$ cat src/design/laminar_flame_speed_egr_macros.svh
// ----------------------------------------------------------------------------
// laminar flame speed assertion macros
// shared concurrent assertion forms, clocked on clk, disabled in reset
// ----------------------------------------------------------------------------
`ifndef LAMINAR_FLAME_SPEED_EGR_MACROS_SVH
`define LAMINAR_FLAME_SPEED_EGR_MACROS_SVH

// antecedent implies consequent in the same cycle
`define LFS_ASSERT_IMP(lbl, ante, cons, msg) \
	lbl: assert property (@(posedge clk) disable iff (!arst_n) (ante) |-> (cons)) \
		else $error(msg);

// condition must never hold
`define LFS_ASSERT_NEVER(lbl, cond, msg) \
	lbl: assert property (@(posedge clk) disable iff (!arst_n) !(cond)) \
		else $error(msg);

`endif

$ cat src/design/lfs_pkg.sv
// ----------------------------------------------------------------------------
// lfs_pkg
// types, constants and table generators for the laminar flame speed pipeline
// ----------------------------------------------------------------------------
package lfs_pkg;

	localparam int unsigned PHI_W = 40;
	localparam int unsigned LOG_W = 23;

	localparam logic [16:0] ONE_075   = 17'd70451;
	localparam logic [17:0] LOG2_E    = 18'd94548;
	localparam logic [23:0] OUT_MAX   = 24'hFFFFFF;

	typedef enum logic [2:0] {
		REG_SPEED_SCALE   = 3'd0,
		REG_PHI_EXPONENT  = 3'd1,
		REG_GAUSS_WIDTH   = 3'd2,
		REG_DILUTION      = 3'd3,
		REG_TEMP_EXPONENT = 3'd4,
		REG_PRESS_EXP     = 3'd5,
		REG_FIXED_PHI     = 3'd6,
		REG_STOICH_AFR    = 3'd7
	} cfg_reg_t;

	// side data riding along the divider
	typedef struct packed {
		logic [23:0]        p;
		logic [15:0]        tu;
		logic               fixed;
		logic signed [33:0] dil;
	} fe_side_t;

	// side data riding along the exp2 product chain
	typedef struct packed {
		logic signed [6:0] ip;
		logic [31:0]       dil;
		logic              force_out;
		logic              force_sat;
		logic              force_flag;
	} ex_side_t;

	// log2 of a Q30 mantissa in 1..2, Q16, by square and compare
	function automatic logic [16:0] log_cell(input logic [63:0] m0);
		logic [63:0] m;
		logic [16:0] r;
		m = m0;
		r = '0;
		for (int k = 0; k < 16; k++) begin
			m = (m * m) >> 30;
			r = r << 1;
			if (m >= (64'd1 << 31)) begin
				r[0] = 1'b1;
				m = m >> 1;
			end
		end
		return r;
	endfunction

	// 2^(2^-(16-k)) style roots in Q30, the constant used for fraction bit k
	function automatic logic [30:0] exp2_root(input int k);
		logic [63:0] c;
		logic [63:0] n;
		logic [63:0] res;
		logic [63:0] b;
		c = 64'd1 << 31;
		for (int j = 15; j >= 0; j--) begin
			if (j >= k) begin
				n = c << 30;
				res = '0;
				b = 64'd1 << 62;
				for (int t = 0; t < 32; t++) begin
					if (n >= res + b) begin
						n = n - (res + b);
						res = (res >> 1) + b;
					end else begin
						res = res >> 1;
					end
					b = b >> 2;
				end
				c = res;
			end
		end
		return c[30:0];
	endfunction

endpackage

$ cat src/design/lfs_div.sv
// ----------------------------------------------------------------------------
// lfs_div
// pipelined restoring divider for the mixture-mode equivalence ratio
// ----------------------------------------------------------------------------
`include "laminar_flame_speed_egr_macros.svh"

module lfs_div (
	input  logic                      clk,
	input  logic                      arst_n,
	input  logic                      en,
	input  logic                      in_valid,
	input  logic [lfs_pkg::PHI_W-1:0] num,
	input  logic [16:0]               den,
	input  lfs_pkg::fe_side_t         in_side,
	output logic                      out_valid,
	output logic [lfs_pkg::PHI_W-1:0] quot,
	output lfs_pkg::fe_side_t         out_side
);

	localparam int unsigned QW  = lfs_pkg::PHI_W;
	localparam int unsigned BPS = 4;
	localparam int unsigned NST = QW / BPS;

	logic              v_s    [NST];
	logic [16:0]       rem_s  [NST];
	logic [16:0]       den_s  [NST];
	logic [QW-1:0]     n_s    [NST];
	logic [QW-1:0]     q_s    [NST];
	lfs_pkg::fe_side_t side_s [NST];

	for (genvar g = 0; g < NST; g++) begin : g_stage
		logic              v_i;
		logic [16:0]       rem_i;
		logic [16:0]       den_i;
		logic [QW-1:0]     n_i;
		logic [QW-1:0]     q_i;
		lfs_pkg::fe_side_t side_i;
		logic [16:0]       rem_c;
		logic [QW-1:0]     n_c;
		logic [QW-1:0]     q_c;
		logic [17:0]       t;

		if (g == 0) begin : g_first
			assign v_i    = in_valid;
			assign rem_i  = '0;
			assign den_i  = den;
			assign n_i    = num;
			assign q_i    = '0;
			assign side_i = in_side;
		end else begin : g_next
			assign v_i    = v_s[g-1];
			assign rem_i  = rem_s[g-1];
			assign den_i  = den_s[g-1];
			assign n_i    = n_s[g-1];
			assign q_i    = q_s[g-1];
			assign side_i = side_s[g-1];
		end

		// one quotient bit per step, msb first
		always_comb begin
			rem_c = rem_i;
			n_c   = n_i;
			q_c   = q_i;
			t     = '0;
			for (int b = 0; b < BPS; b++) begin
				t   = {rem_c, n_c[QW-1]};
				n_c = n_c << 1;
				if (t >= {1'b0, den_i}) begin
					rem_c = 17'(t - {1'b0, den_i});
					q_c   = {q_c[QW-2:0], 1'b1};
				end else begin
					rem_c = t[16:0];
					q_c   = {q_c[QW-2:0], 1'b0};
				end
			end
		end

		always_ff @(posedge clk or negedge arst_n) begin
			if (!arst_n) begin
				v_s[g] <= 1'b0;
			end else if (en) begin
				v_s[g] <= v_i;
			end
		end

		always_ff @(posedge clk) begin
			if (en) begin
				rem_s[g]  <= rem_c;
				den_s[g]  <= den_i;
				n_s[g]    <= n_c;
				q_s[g]    <= q_c;
				side_s[g] <= side_i;
			end
		end
	end

	assign out_valid = v_s[NST-1];
	assign quot      = q_s[NST-1];
	assign out_side  = side_s[NST-1];

	`LFS_ASSERT_IMP(a_rem_below_den, v_s[NST-1], rem_s[NST-1] < den_s[NST-1],
		"divider remainder not below divisor")

endmodule

$ cat config.mk
export PLATFORM = sky130hd
export DESIGN_NAME = lfs_div
export DESIGN_NICKNAME = d
export VERILOG_FILES = /design/src/design/lfs_pkg.sv /design/src/design/lfs_div.sv
export VERILOG_INCLUDE_DIRS = /design/src /design/src/design
export SDC_FILE = /design/constraint.sdc
export NUM_CORES = 2
export LEC_CHECK = 0
export BUFFER_PORTS_ARGS = -buffer_cell sky130_fd_sc_hd__buf_2
export CELL_PAD_IN_SITES_DETAIL_PLACEMENT = 0
export CELL_PAD_IN_SITES_GLOBAL_PLACEMENT = 1
export CORE_AREA = 5 5 388 390
export CTS_CLUSTER_SIZE = 12
export DETAILED_ROUTE_END_ITERATION = 10
export DIE_AREA = 0 0 393 395
export MAX_ROUTING_LAYER = met4
export PLACE_DENSITY = 0.89
export SKIP_CTS_REPAIR_TIMING = 1
export SYNTH_ARGS = -nofsm -noshare
export SYNTH_HDL_FRONTEND = slang
export SYNTH_SLANG_ARGS = --single-unit
$ cat constraint.sdc
create_clock -name clk -period 25.7 [get_ports clk]
set_clock_uncertainty 0.15 [all_clocks]
set_input_delay 1.285 -clock clk [delete_from_list [all_inputs] [get_ports clk]]
set_output_delay 1.285 -clock clk [all_outputs]
set_load 0.01 [all_outputs]
[After elaboration in Yosys (flattened, before gate mapping)]
Memory sizes are Yosys's and may differ from the RTL's.
Index checks and enable logic that the tools add are counted.
Cells by class
  add/subtract/negate cells: 40
  magnitude comparators: 40
  mux-type cells: 82
Operators by type and width (count)
  $ge 18x17->1: 39
  $mux 17: 40
  $sub 17x17->17: 39
  $mux 1: 42
  $ge 1x17->1: 1
  $sub 1x17->17: 1
Word-level totals
  register bits after elaboration: 10
  RAM bits: 1850
  output and inout port bits: 116
  word-level logic and storage cells: 177
  memories: 5
Memories
  side_s: depth 10, width 75, read ports 10, clocked after memory_dff 0, write ports 10, line lfs_div.sv:29  | lfs_pkg::fe_side_t side_s [NST];
  q_s: depth 10, width 40, read ports 10, clocked after memory_dff 0, write ports 10, line lfs_div.sv:28  | logic [QW-1:0] q_s [NST];
  n_s: depth 10, width 36, read ports 9, clocked after memory_dff 0, write ports 10, line lfs_div.sv:27  | logic [QW-1:0] n_s [NST];
  den_s: depth 10, width 17, read ports 9, clocked after memory_dff 0, write ports 10, line lfs_div.sv:26  | logic [16:0] den_s [NST];
  rem_s: depth 10, width 17, read ports 9, clocked after memory_dff 0, write ports 10, line lfs_div.sv:25  | logic [16:0] rem_s [NST];

[Depth between registers and ports, before layout]
An unclocked memory read counts as a cell.
  depth after elaboration: 9
  mapped depth: 53
  gate-level depth less buffers: 49

[Worst setup path before layout]
No wires, ideal clock.
  kind: reg-to-reg
  start: memory den_s[2][1]
  end: memory rem_s[3][11] (data pin)
  library setup time: 262 ps
  arrival: 10450 ps
  slack: 14838 ps
  stages on the path, launching flop included: 44
  period minus slack after synthesis: 10862 ps
  path through: edfxtp_1 -> inv_1 -> fa_1 -> a211oi_1 -> o21ai_0 -> nand4_1 -> a311oi_1 -> nor4_4 -> clkbuf_1 -> mux2_2 -> ha_1 -> nor2b_1 -> o31a_1 -> o311a_1 -> o21ai_2 -> o22ai_1 -> o221a_2 -> a2111oi_4 -> (+8 left out) -> a21oi_1 -> nand2b_1 -> o22ai_2 -> buf_6 -> mux2_2 -> ha_1 -> or4_1 -> o21ai_0 -> a21oi_1 -> nand4_1 -> a41oi_1 -> o21ai_0 -> a21boi_0 -> o31a_1 -> o21ai_0 -> o211ai_4 -> buf_6 -> mux2_1
RTL lines (line)
  start, declared: lfs_div.sv:26
  end, declared: lfs_div.sv:25

==> flow_summary.ini <==
[timing]
tns_ns = 0
finalHoldViolations = 0
timing.final.crit_share = 0.540
max_freq_mhz = 72.0
slew_viol_final = 0
finalSetupViolCount = 0
tightest_slew_ns = 1.12
hold-worst-slack_ns = 0.169
rsz0062_at_grt = no
fin_crit_ns = 13.89
timing.slew.headroom = 0.249

[cts]
clockRootBuffer = clkbuf_16
cts_made_buffers = 156
htree_num_levels = 4
cts.clk_slew.worst_paths_ns = 0.06
clk_latency_ns = 0.81
clock_path_buffers = 3
clock-sinks = 1466
cts_tree = done

[min_path]
hold_class = primary input to async pin

[detailed_routing]
dr_total_vias = 54500
dr.first_iter.drc_count = 4150
wl_per_cell_um = 20.2
route.final.wire_length_mm = 186
firstDrtPassIters = 7
vias_per_cell = 5.92
drc = 0
ant_nets = 0

[synth]
yosysSeqAreaShare = 0.539
synth_area_sq_um = 81600
synth_edf_count = 1456
synthDistinctLibCells = 104
synthArstFlopShare = 0.00682
syn_area_per_cell_sq_um = 12.0
syn_inst = 6825
synth_warnings = 0
synth_ff_type = edfxtp_1
syn-num-nets = 7664
ys_ff_latch = 1466

[floorplanning]
die_w_um = 393
core_area_sq_um = 147000
start_util = 0.556
die_h_um = 395
die_area_sq_um = 155000
row_count = 141
ios = 252

[placement]
numPortBuffers = 251
hpwl_mm = 138
gp_congestion = 0.927
numPlacedInstances = 8942

[global_route]
grt.total_usage = 0.242
grt_pass1_wl_mm = 290
grt-ovfl-total = 0
grt_pass1_vias = 52800
grt_max_degree = 169
antenna_found_initial = 8

[setup_path]
path_max_fanout = 24
crit_path_end_kind = flop
cp_slowest_stage_delay_ns = 0.71
crit_family = compound AO/OA/AOI/OAI gates
crit_path_start_kind = flop
r2r-end = rem_s[8][12]
cp_slowest_cell = clkinv_1
rr_startpoint = den_s[7][1]
critPathKind = flop to flop
crit_top_cell = a21oi_1
reg2reg_depth = 47
cp_data_arrival_time_ns = 14.25
worst-path-buf-inv = 7
cp.required_ns = 26.07
reg2reg_slack_ns = 11.81

[layout]
drive_above_1_share = 0.115
mostFrequentLayoutCell = edfxtp_1
fillers = 11500
multi_input_area_sq_um = 35600
fin_nets = 8009
final_cell_mix = 1456 x edfxtp_1, 665 x ha_1, 476 x a21oi_1, 424 x o21ai_0, 414 x inv_1
stdcell_count = 9198
area_growth_pct = 10.4
seq_area_sq_um = 44000
final_core_util = 0.614

[run_status]
outcome = finished clean

[job]
drv_cap = 0
[synthesized netlist by cell type (53+ instances only)]
cell type,n,share of area
a211oi_1,67,0.0062
a21o_1,186,0.017
a21oi_1,478,0.029
a22oi_1,53,0.0049
clkbuf_1,81,0.0037
edfxtp_1,1456,0.54
ha_1,665,0.10
inv_1,414,0.019
mux2_2,213,0.029
nand2_1,403,0.019
nand2b_1,85,0.0065
nand3_1,104,0.0064
nand4_1,102,0.0078
nor2_1,408,0.019
nor2b_1,77,0.0059
nor3_1,131,0.0080
o21a_1,105,0.0097
o21ai_0,424,0.026
xnor2_1,286,0.031
xor2_1,189,0.020
[sequential cells by signal, indices dropped and copies added (netlist names)]
register	cells
rem_s	153
out_valid	1
g_stage.v_i	9
n_s	180
side_s	750
q_s	220
den_s	153
[layout make-up]
| cell class | count | area share |
|---|---|---|
| Sequential cell | 1466 | 0.488 |
| Multi-Input combinational cell | 4820 | 0.395 |
| Clock buffer | 190 | 0.0447 |
| Tap cell | 1930 | 0.0268 |
| Timing Repair Buffer | 299 | 0.0181 |
| Inverter | 427 | 0.0178 |
| Clock inverter | 57 | 0.00956 |
| Antenna cell | 9 | 0.000250 |
[routing by layer]
layer	global-route usage	vias to the layer above	wire length [um]
met3	0.0343	273	9960
met4	0.0638	0	4480
li1	-	26600	-
met2	0.383	1466	86600
met1	0.333	26100	84600
met5	-	-	0
[stage by stage]
stage,setup slack [ns],instance area (sq um)
floorplan,14.84,81600
detailed placement,12.02,85200
finish,11.81,90200
global placement,12.30,85200
global route,10.74,90100
CTS,11.89,90100
[kinds of logic after synthesis]
family | synth area share
muxes | 0.0360
adders and majority gates | 0.111
xor gates and xnor gates | 0.0510
AOI/OAI and AO/OA | 0.144
buffers and inverters | 0.0253
and+or+nand+nor | 0.0933
DFF | 0.539
[worst max-delay path by stage]
stage / start / endpoint / slack (ns) / cells past startpoint
4_1_cts: den_s[7][0] / rem_s[8][12] / 11.89 / 48
6_report: den_s[7][1] / rem_s[8][12] / 11.81 / 47
5_1_grt: den_s[7][1] / rem_s[8][12] / 10.74 / 47
2_1_floorplan: den_s[2][1] / rem_s[3][11] / 14.84 / 43
3_5_place_dp: den_s[7][1] / rem_s[8][12] / 12.02 / 47
3_3_place_gp: den_s[7][1] / rem_s[8][12] / 12.30 / 47
Power is not shown: default switching activity piles up to over one toggle a cycle in this logic, so the estimate is an artifact.
